<file path="config.mk">
export PLATFORM = sky130hd
export DESIGN_NAME = hsv_to_rgb_12bit_flat
export DESIGN_NICKNAME = d
export VERILOG_FILES = /design/src/hdl/hsvrgb_pkg.sv /design/src/hdl/hsvrgb_if.sv /design/src/hdl/hsvrgb_front.sv /design/src/hdl/hsvrgb_queue.sv /design/src/hdl/hsvrgb_back.sv /design/src/hdl/hsv_to_rgb_12bit.sv /design/src/flat_wrapper.sv
export SDC_FILE = /design/constraint.sdc
export NUM_CORES = 2
export LEC_CHECK = 0
export ABC_AREA = 1
export BUFFER_PORTS_ARGS = -buffer_cell sky130_fd_sc_hd__buf_2
export CAP_MARGIN = 25
export CORE_AREA = 2 2 367 369
export CTS_CLUSTER_SIZE = 20
export DETAILED_ROUTE_END_ITERATION = 7
export DIE_AREA = 0 0 369 371
export PLACE_DENSITY = 0.73
export SYNTH_ARGS = -nofsm -noshare
export SYNTH_HDL_FRONTEND = slang
export SYNTH_SLANG_ARGS = --single-unit
</file>
<file path="constraint.sdc">
create_clock -name i_clk -period 8.7 [get_ports i_clk]
set_input_delay 0.435 -clock i_clk [delete_from_list [all_inputs] [get_ports i_clk]]
set_output_delay 0.435 -clock i_clk [all_outputs]
set_load 0.05 [all_outputs]
</file>
<file path="src/hdl/hsvrgb_pkg.sv">
`timescale 1ns / 1ps

package hsvrgb_pkg;

    // channel width and scales
    localparam int unsigned CH_W        = 12;
    localparam int unsigned FULL_SCALE  = 4095;
    localparam int unsigned HALF_SECTOR = 1365;   // half-hue steps in one sector
    localparam int unsigned RR_W        = 11;     // remainder inside a sector
    localparam int unsigned TWO_HUE_W   = CH_W + 1;

    // blend denominator FULL_SCALE * HALF_SECTOR and the products on it
    localparam int unsigned     BLEND_W   = 23;
    localparam longint unsigned BLEND_DEN = 64'(FULL_SCALE) * 64'(HALF_SECTOR);
    localparam int unsigned     Y_W       = CH_W + BLEND_W;

    // floor(m / HALF_SECTOR) = (m * RECIP) >> RECIP_SHIFT for m < 2**BLEND_W
    localparam int unsigned     RECIP_SHIFT = 34;
    localparam int unsigned     RECIP_W     = 24;
    localparam longint unsigned RECIP       =
        ((64'd1 << RECIP_SHIFT) + 64'(HALF_SECTOR) - 64'd1) / 64'(HALF_SECTOR);

    // queue between classifier and datapath
    localparam int unsigned Q_DEPTH = 4;
    localparam int unsigned Q_AW    = 2;

    // hue sectors, named by the hues they span
    typedef enum logic [2:0] {
        SECT_RY,    // red to yellow
        SECT_YG,    // yellow to green
        SECT_GC,    // green to cyan
        SECT_CB,    // cyan to blue
        SECT_BM,    // blue to magenta
        SECT_MR     // magenta to red
    } t_sector;

    // classified transaction
    typedef struct packed {
        t_sector            sector;
        logic [RR_W-1:0]    rr;
        logic [CH_W-1:0]    sat;
        logic [CH_W-1:0]    bri;
    } t_item;

endpackage

</file>
<file path="src/hdl/hsvrgb_if.sv">
`timescale 1ns / 1ps

interface hsvrgb_hsv_if import hsvrgb_pkg::*; ();
    logic               valid;
    logic               ready;
    logic [CH_W-1:0]    hue;
    logic [CH_W-1:0]    saturation;
    logic [CH_W-1:0]    brightness;

    modport source (output valid, output hue, output saturation, output brightness,
                    input ready);
    modport sink   (input valid, input hue, input saturation, input brightness,
                    output ready);
endinterface

interface hsvrgb_rgb_if import hsvrgb_pkg::*; ();
    logic               valid;
    logic               ready;
    logic [CH_W-1:0]    red;
    logic [CH_W-1:0]    green;
    logic [CH_W-1:0]    blue;

    modport source (output valid, output red, output green, output blue, input ready);
    modport sink   (input valid, input red, input green, input blue, output ready);
endinterface

</file>
<file path="src/hdl/hsvrgb_front.sv">
`timescale 1ns / 1ps

module hsvrgb_front import hsvrgb_pkg::*; (
    input  logic            i_clk,
    input  logic            i_rst_n,
    hsvrgb_hsv_if.sink      i_hsv,
    output logic            o_push_vld,
    output t_item           o_push_item,
    input  logic            i_push_rdy
);

    localparam logic [TWO_HUE_W-1:0] BND1 = TWO_HUE_W'(1 * HALF_SECTOR);
    localparam logic [TWO_HUE_W-1:0] BND2 = TWO_HUE_W'(2 * HALF_SECTOR);
    localparam logic [TWO_HUE_W-1:0] BND3 = TWO_HUE_W'(3 * HALF_SECTOR);
    localparam logic [TWO_HUE_W-1:0] BND4 = TWO_HUE_W'(4 * HALF_SECTOR);
    localparam logic [TWO_HUE_W-1:0] BND5 = TWO_HUE_W'(5 * HALF_SECTOR);
    localparam logic [TWO_HUE_W-1:0] BND6 = TWO_HUE_W'(6 * HALF_SECTOR);

    logic                   r_vld;
    t_item                  r_item;
    t_item                  n_item;
    logic [TWO_HUE_W-1:0]   two_hue;
    logic [TWO_HUE_W-1:0]   sect_base;

    // sector by parallel compares; top of scale wraps to the first sector
    always_comb begin
        two_hue = {i_hsv.hue, 1'b0};
        if (two_hue < BND1) begin
            n_item.sector = SECT_RY;
            sect_base     = '0;
        end else if (two_hue < BND2) begin
            n_item.sector = SECT_YG;
            sect_base     = BND1;
        end else if (two_hue < BND3) begin
            n_item.sector = SECT_GC;
            sect_base     = BND2;
        end else if (two_hue < BND4) begin
            n_item.sector = SECT_CB;
            sect_base     = BND3;
        end else if (two_hue < BND5) begin
            n_item.sector = SECT_BM;
            sect_base     = BND4;
        end else if (two_hue < BND6) begin
            n_item.sector = SECT_MR;
            sect_base     = BND5;
        end else begin
            n_item.sector = SECT_RY;
            sect_base     = BND6;
        end
        n_item.rr  = RR_W'(two_hue - sect_base);
        n_item.sat = i_hsv.saturation;
        n_item.bri = i_hsv.brightness;
    end

    assign i_hsv.ready = !r_vld || i_push_rdy;

    always_ff @(posedge i_clk) begin
        if (!i_rst_n) begin
            r_vld <= 1'b0;
        end else if (i_hsv.ready) begin
            r_vld <= i_hsv.valid;
        end
    end

    always_ff @(posedge i_clk) begin
        if (i_hsv.valid && i_hsv.ready) begin
            r_item <= n_item;
        end
    end

    assign o_push_vld  = r_vld;
    assign o_push_item = r_item;

endmodule

</file>
<file path="src/hdl/hsvrgb_queue.sv">
`timescale 1ns / 1ps

module hsvrgb_queue import hsvrgb_pkg::*; (
    input  logic    i_clk,
    input  logic    i_rst_n,
    input  logic    i_push_vld,
    input  t_item   i_push_item,
    output logic    o_push_rdy,
    output logic    o_pop_vld,
    output t_item   o_pop_item,
    input  logic    i_pop_rdy
);

    t_item              r_mem [Q_DEPTH];
    logic [Q_AW-1:0]    r_wr_ptr;
    logic [Q_AW-1:0]    r_rd_ptr;
    logic [Q_AW:0]      r_cnt;
    logic               push;
    logic               pop;

    assign o_push_rdy = (r_cnt != (Q_AW+1)'(Q_DEPTH));
    assign o_pop_vld  = (r_cnt != '0);
    assign push       = i_push_vld && o_push_rdy;
    assign pop        = o_pop_vld && i_pop_rdy;
    assign o_pop_item = r_mem[r_rd_ptr];

    always_ff @(posedge i_clk) begin
        if (!i_rst_n) begin
            r_wr_ptr <= '0;
            r_rd_ptr <= '0;
            r_cnt    <= '0;
        end else begin
            if (push) begin
                r_wr_ptr <= r_wr_ptr + 1'b1;
            end
            if (pop) begin
                r_rd_ptr <= r_rd_ptr + 1'b1;
            end
            if (push && !pop) begin
                r_cnt <= r_cnt + 1'b1;
            end else if (pop && !push) begin
                r_cnt <= r_cnt - 1'b1;
            end
        end
    end

    always_ff @(posedge i_clk) begin
        if (push) begin
            r_mem[r_wr_ptr] <= i_push_item;
        end
    end

endmodule

</file>
<file path="src/hdl/hsvrgb_back.sv">
`timescale 1ns / 1ps

module hsvrgb_back import hsvrgb_pkg::*; (
    input  logic            i_clk,
    input  logic            i_rst_n,
    input  logic            i_vld,
    input  t_item           i_item,
    output logic            o_rdy,
    hsvrgb_rgb_if.source    o_rgb
);

    localparam logic [BLEND_W-1:0] DEN = BLEND_W'(BLEND_DEN);
    localparam logic [RECIP_W-1:0] RCP = RECIP_W'(RECIP);
    localparam logic [RR_W-1:0]    HS  = RR_W'(HALF_SECTOR);
    localparam logic [CH_W-1:0]    FS  = CH_W'(FULL_SCALE);
    localparam int unsigned        PR_W = BLEND_W + RECIP_W;

    typedef struct packed {
        t_sector            sector;
        logic [BLEND_W-1:0] xq;
        logic [BLEND_W-1:0] xt;
        logic [CH_W-1:0]    ps;
        logic [CH_W-1:0]    bri;
    } t_st1;

    typedef struct packed {
        t_sector            sector;
        logic [Y_W-1:0]     yq;
        logic [Y_W-1:0]     yt;
        logic [Y_W-1:0]     yp;
        logic [CH_W-1:0]    bri;
    } t_st2;

    typedef struct packed {
        t_sector            sector;
        logic [BLEND_W-1:0] mq;
        logic [BLEND_W-1:0] mt;
        logic [CH_W-1:0]    p;
        logic [CH_W-1:0]    bri;
    } t_st3;

    typedef struct packed {
        t_sector            sector;
        logic [CH_W-1:0]    q;
        logic [CH_W-1:0]    t;
        logic [CH_W-1:0]    p;
        logic [CH_W-1:0]    bri;
    } t_st4;

    // floor(y / 4095): fold 12-bit digits twice, then one compare
    function automatic logic [BLEND_W-1:0] div_fs(input logic [Y_W-1:0] y);
        logic [BLEND_W:0]   z;
        logic [CH_W-1:0]    c;
        logic [CH_W:0]      w;
        logic [BLEND_W:0]   sum;
        z   = (BLEND_W+1)'(y[Y_W-1:CH_W]) + (BLEND_W+1)'(y[CH_W-1:0]);
        c   = z[BLEND_W:CH_W];
        w   = (CH_W+1)'(c) + (CH_W+1)'(z[CH_W-1:0]);
        sum = (BLEND_W+1)'(y[Y_W-1:CH_W]) + (BLEND_W+1)'(c)
            + (BLEND_W+1)'(w >= (CH_W+1)'(FULL_SCALE));
        return BLEND_W'(sum);
    endfunction

    logic               r_v1, r_v2, r_v3, r_v4, r_v5;
    logic               en1, en2, en3, en4, en5;
    t_st1               r_s1, n_s1;
    t_st2               r_s2, n_s2;
    t_st3               r_s3, n_s3;
    t_st4               r_s4, n_s4;
    logic [CH_W-1:0]    r_red, r_green, r_blue;
    logic [CH_W-1:0]    n_red, n_green, n_blue;
    logic [RR_W-1:0]    rr_c;
    logic [BLEND_W-1:0] sq, st;
    logic [PR_W-1:0]    prod_q, prod_t;

    // each stage loads when empty or when the next one moves
    assign en5   = !r_v5 || o_rgb.ready;
    assign en4   = !r_v4 || en5;
    assign en3   = !r_v3 || en4;
    assign en2   = !r_v2 || en3;
    assign en1   = !r_v1 || en2;
    assign o_rdy = en1;

    // stage 1: saturation times sector fraction
    always_comb begin
        rr_c      = HS - i_item.rr;
        sq        = BLEND_W'(i_item.sat) * BLEND_W'(i_item.rr);
        st        = BLEND_W'(i_item.sat) * BLEND_W'(rr_c);
        n_s1.sector = i_item.sector;
        n_s1.xq   = DEN - sq;
        n_s1.xt   = DEN - st;
        n_s1.ps   = FS - i_item.sat;
        n_s1.bri  = i_item.bri;
    end

    // stage 2: scale by brightness
    always_comb begin
        n_s2.sector = r_s1.sector;
        n_s2.yq   = Y_W'(r_s1.bri) * Y_W'(r_s1.xq);
        n_s2.yt   = Y_W'(r_s1.bri) * Y_W'(r_s1.xt);
        n_s2.yp   = Y_W'(r_s1.bri) * Y_W'(r_s1.ps);
        n_s2.bri  = r_s1.bri;
    end

    // stage 3: divide by full scale
    always_comb begin
        n_s3.sector = r_s2.sector;
        n_s3.mq   = div_fs(r_s2.yq);
        n_s3.mt   = div_fs(r_s2.yt);
        n_s3.p    = CH_W'(div_fs(r_s2.yp));
        n_s3.bri  = r_s2.bri;
    end

    // stage 4: divide by half sector via reciprocal
    always_comb begin
        prod_q    = PR_W'(r_s3.mq) * PR_W'(RCP);
        prod_t    = PR_W'(r_s3.mt) * PR_W'(RCP);
        n_s4.sector = r_s3.sector;
        n_s4.q    = prod_q[RECIP_SHIFT+CH_W-1:RECIP_SHIFT];
        n_s4.t    = prod_t[RECIP_SHIFT+CH_W-1:RECIP_SHIFT];
        n_s4.p    = r_s3.p;
        n_s4.bri  = r_s3.bri;
    end

    // stage 5: route levels to channels
    always_comb begin
        unique case (r_s4.sector)
            SECT_YG: begin
                n_red = r_s4.q;   n_green = r_s4.bri; n_blue = r_s4.p;
            end
            SECT_GC: begin
                n_red = r_s4.p;   n_green = r_s4.bri; n_blue = r_s4.t;
            end
            SECT_CB: begin
                n_red = r_s4.p;   n_green = r_s4.q;   n_blue = r_s4.bri;
            end
            SECT_BM: begin
                n_red = r_s4.t;   n_green = r_s4.p;   n_blue = r_s4.bri;
            end
            SECT_MR: begin
                n_red = r_s4.bri; n_green = r_s4.p;   n_blue = r_s4.q;
            end
            default: begin
                n_red = r_s4.bri; n_green = r_s4.t;   n_blue = r_s4.p;
            end
        endcase
    end

    always_ff @(posedge i_clk) begin
        if (!i_rst_n) begin
            r_v1 <= 1'b0;
            r_v2 <= 1'b0;
            r_v3 <= 1'b0;
            r_v4 <= 1'b0;
            r_v5 <= 1'b0;
        end else begin
            if (en1) r_v1 <= i_vld;
            if (en2) r_v2 <= r_v1;
            if (en3) r_v3 <= r_v2;
            if (en4) r_v4 <= r_v3;
            if (en5) r_v5 <= r_v4;
        end
    end

    always_ff @(posedge i_clk) begin
        if (en1 && i_vld) r_s1 <= n_s1;
        if (en2 && r_v1)  r_s2 <= n_s2;
        if (en3 && r_v2)  r_s3 <= n_s3;
        if (en4 && r_v3)  r_s4 <= n_s4;
        if (en5 && r_v4) begin
            r_red   <= n_red;
            r_green <= n_green;
            r_blue  <= n_blue;
        end
    end

    assign o_rgb.valid = r_v5;
    assign o_rgb.red   = r_red;
    assign o_rgb.green = r_green;
    assign o_rgb.blue  = r_blue;

endmodule

</file>
<file path="src/hdl/hsv_to_rgb_12bit.sv">
`timescale 1ns / 1ps

// channel  | dir | handshake    | payload
// ---------+-----+--------------+----------------------------------------
// i_hsv    | in  | valid/ready  | hue, saturation, brightness (12b each)
// o_rgb    | out | valid/ready  | red, green, blue (12b each)
//
// One transaction per cycle sustained while the output is ready; from accept to valid
// output a transaction passes the classify register at accept, a queue write,
// then 5 datapath stages, the last one being the output register.
// Synchronous active-low reset clears all valid flags and queue pointers.
// A stalled output backs up the datapath stage by stage; the 4-entry queue
// absorbs the difference so the input side keeps taking transactions until the queue is full.

module hsv_to_rgb_12bit import hsvrgb_pkg::*; (
    input  logic            i_clk,
    input  logic            i_rst_n,
    hsvrgb_hsv_if.sink      i_hsv,
    hsvrgb_rgb_if.source    o_rgb
);

    // classifier -> queue
    logic   push_vld;
    t_item  push_item;
    logic   push_rdy;

    // queue -> datapath
    logic   pop_vld;
    t_item  pop_item;
    logic   pop_rdy;

    // front: sector and in-sector remainder from hue
    hsvrgb_front u_front (
        .i_clk       (i_clk),
        .i_rst_n     (i_rst_n),
        .i_hsv       (i_hsv),
        .o_push_vld  (push_vld),
        .o_push_item (push_item),
        .i_push_rdy  (push_rdy)
    );

    // decouples classifier from datapath stalls
    hsvrgb_queue u_queue (
        .i_clk       (i_clk),
        .i_rst_n     (i_rst_n),
        .i_push_vld  (push_vld),
        .i_push_item (push_item),
        .o_push_rdy  (push_rdy),
        .o_pop_vld   (pop_vld),
        .o_pop_item  (pop_item),
        .i_pop_rdy   (pop_rdy)
    );

    // back: p/q/t levels and channel routing
    hsvrgb_back u_back (
        .i_clk   (i_clk),
        .i_rst_n (i_rst_n),
        .i_vld   (pop_vld),
        .i_item  (pop_item),
        .o_rdy   (pop_rdy),
        .o_rgb   (o_rgb)
    );

endmodule
</file>
<file path="src/flat_wrapper.sv">
// flat-port wrapper written by rule: the top's interface ports become plain ports
module hsv_to_rgb_12bit_flat import hsvrgb_pkg::*;
  (i_clk, i_rst_n, i_hsv_valid, i_hsv_hue, i_hsv_saturation, i_hsv_brightness, i_hsv_ready, o_rgb_valid, o_rgb_red, o_rgb_green, o_rgb_blue, o_rgb_ready);
  hsvrgb_hsv_if i_hsv_i ();
  hsvrgb_rgb_if o_rgb_i ();
  input  logic i_clk;
  input  logic i_rst_n;
  input wire logic [$bits(i_hsv_i.valid)-1:0] i_hsv_valid;
  input wire logic [$bits(i_hsv_i.hue)-1:0] i_hsv_hue;
  input wire logic [$bits(i_hsv_i.saturation)-1:0] i_hsv_saturation;
  input wire logic [$bits(i_hsv_i.brightness)-1:0] i_hsv_brightness;
  output wire logic [$bits(i_hsv_i.ready)-1:0] i_hsv_ready;
  output wire logic [$bits(o_rgb_i.valid)-1:0] o_rgb_valid;
  output wire logic [$bits(o_rgb_i.red)-1:0] o_rgb_red;
  output wire logic [$bits(o_rgb_i.green)-1:0] o_rgb_green;
  output wire logic [$bits(o_rgb_i.blue)-1:0] o_rgb_blue;
  input wire logic [$bits(o_rgb_i.ready)-1:0] o_rgb_ready;
  assign i_hsv_i.valid = i_hsv_valid;
  assign i_hsv_i.hue = i_hsv_hue;
  assign i_hsv_i.saturation = i_hsv_saturation;
  assign i_hsv_i.brightness = i_hsv_brightness;
  assign i_hsv_ready = i_hsv_i.ready;
  assign o_rgb_valid = o_rgb_i.valid;
  assign o_rgb_red = o_rgb_i.red;
  assign o_rgb_green = o_rgb_i.green;
  assign o_rgb_blue = o_rgb_i.blue;
  assign o_rgb_i.ready = o_rgb_ready;
  hsv_to_rgb_12bit u_core (.i_clk(i_clk), .i_rst_n(i_rst_n), .i_hsv(i_hsv_i), .o_rgb(o_rgb_i));
endmodule
</file>
==> flow_summary.toml <==
[global_routing]
grt_max_degree = 73
antenna_found_initial = 2
grt_overflow_total = 0
grt_usage_pct = 22.31
grt_pass1_wl_um = 249100
grt_pass1_vias = 49400

[worst_setup_path]
slowest_delay_ns = 0.57
critPathLaunchType = "register"
slowest_stage = "a32oi_2"
endpoint_kind = "register"
arrival_ns = 7.52
path_class = "register to register"
worst_ep_required_time_ns = 9.12
reg2regPathDepth = 33
critPathMaxFanout = 33

[synth]
synth.area.top_cells = "edfxtp_1 (25%), fa_1 (25%), ha_1 (15%)"
syn_avg_cell_area_um2 = 8.922
synth-seq-cells = 547
synthTopCellsByCount = "nand2_1 (1,608), inv_1 (1,473), fa_1 (782), ha_1 (742), edfxtp_1 (532)"
syn-cell-area_um2 = 63530
ys_types = 62
synth_edf_count = 532
synthesis.instances = 7121
yosys_warnings = 0
synth_area_leader_cell = "edfxtp_1"
ys_seq_area_share_pct = 25.62
yosysMostFrequentCell = "nand2_1"
syn_nets = 8685
synth-main-ff-cell = "edfxtp_1"
yosys.area.top_type_share_pct = 25.15
async_flop_share_pct = 0

[timing]
fin_skew_ns = 0.04038
fmax_ghz = 0.1409
slew_violations = 0
rsz0062_at_grt = "false"
hold_viol_final = 0
period_share_pct = 81.59
fin_crit_ns = 7.098
slew_headroom_pct = 31.23
worst_slew_pin_slew_ns = 1.026
setup-tns-final_ns = 0
finalSetupViolCount = 0
setup_ws_ns = 1.602

[route]
vias = 47160
avgRoutedWirePerCell_um = 16.76
drt_iter0_markers = 3374
vias_per_cell = 5.274
wl_um = 149800
antenna_left = 0
route.detailed.drc = 0
drtPass1Iterations = 6

[cts]
cts-resized-gates = 0
cts-root-buf = "clkbuf_16"
cts_tree = "yes"
htreeDepth = 2
clock_sinks = 547
clock_path_buffers = 3
cts_made_buffers = 61
insertion_delay_ns = 0.70
clkTransAtPathRegs_ns = 0.07

[finish]
diodes = 0
nNetsFinal = 8685
fillers = 12110
area.growth.synth_to_final_pct = 6.995
drive_above_1_share_pct = 4.099

[floorplanning]
die_w_um = 369
initial_core_util_pct = 47.85
die-area_um2 = 136900
rows = 134
die_h_um = 371
ios = 78
core_um2 = 132800

[placed_design]
dp_hpwl_um = 120000
gp_congestion = 0.9804
numPortBuffers = 77
post-place-ws_ns = 1.738

[outcome]
outcome = "complete, no violations"

[hold_path]
hold_class = "input pin to register"
min_delay_path_depth = 3
worstHoldStart = "i_rst_n"

[run]
maxCapViolCount = 0
[worst max-delay path, delay by kind of cell, from the launching register on]
kind	cells	cell delay, ns
buf+inv	8	1.18
compound gates	6	1.27
flops	1	0.30
xor+xnor	2	0.21
fa+ha+maj	7	3.06
simple gates	10	0.78
[cells by family after synthesis]
family	synth area share [%]
buf+inv	10.12
simple gates	15.36
xor+xnor	3.391
compound gates	6.251
fa+ha+maj	39.25
flops	25.62
[worst paths after layout]
kind                                                              to  slack (ns)
worst max-delay path                u_core.u_back.r_s1[45]$_DFFE_PP_        1.60
worst min-delay path            u_core.u_queue.r_cnt[1]$_SDFFE_PN0P_        0.06
worst max register to register      u_core.u_back.r_s1[45]$_DFFE_PP_        1.60
worst min register to register       u_core.u_back.r_s4[6]$_DFFE_PP_        0.42
[per-stage QoR]
step,util (%),cell area [µm²],hold WS [ns],instances
floorplan,-,63530,0.4003,7121
finish,51.19,67980,0.06416,8941
CTS,51.18,67960,0.01226,8940
global placement,49.42,65620,0.4005,8799
global route,51.19,67980,0.04857,8941
detailed placement,49.45,65660,0.4045,8801
[sequential cells by signal, indices dropped and copies added (netlist names), 2 cells and up, named ones only]
signal and count:
u_core.u_back.r_s3 46, u_core.u_back.o_rgb.blue 12, u_core.u_queue.r_cnt 3, u_core.u_queue.r_wr_ptr 2, u_core.u_back.n_s2 15, u_core.u_back.r_s4 51, u_core.u_back.o_rgb.green 12, u_core.u_front.o_push_item 38
u_core.u_queue.r_rd_ptr 2, u_core.u_back.o_rgb.red 12, u_core.u_back.r_s1 58, u_core.u_queue.r_mem 152, u_core.u_back.n_s3 15, u_core.u_back.r_s2 94, u_core.u_back.n_s4 27
[cell type report]
cell class              instances  area, µm²  area share, %
multi-input cells            4881      40890          60.15
flip-flops and latches        547      16280          23.94
inverters                    1491       5599          8.237
well taps                    1768       2212          3.254
clock buffers                  65       1541          2.268
repair buffers                139      943.4          1.388
clock inverters                50      516.7         0.7602
[placed cells by master (no fill, tap or decap), drive strengths merged, types with 15 or more instances in the layout]
master / instances
o21ai: 199
nand4: 64
dfxtp: 15
a21oi: 305
edfxtp: 532
fa: 782
dlygate4sd3: 24
nand3: 180
inv: 1504
ha: 742
a31oi: 18
clkinv: 28
o21bai: 24
a21o: 26
nor2: 462
xnor2: 74
clkbuf: 65
xor2: 172
nor4: 15
o22ai: 18
buf: 115
nand2: 1621
nor3: 59
[routing by layer]
layer  track usage, %  wire [µm]
met5                0         19
met4            7.520       4915
met3            2.734       8780
met2            38.49      71890
met1            29.06      64220
[timing repair]
| item | CTS | global route |
|---|---|---|
| buffers inserted | 0 | 0 |
| hold buffers | 24 | 0 |
| endpoints found under the setup margin | 0 | 0 |
| hold endpoints to repair | 24 | 0 |
Power is not shown: default switching activity piles up to over one toggle a cycle in this logic, so the estimate is an artifact.
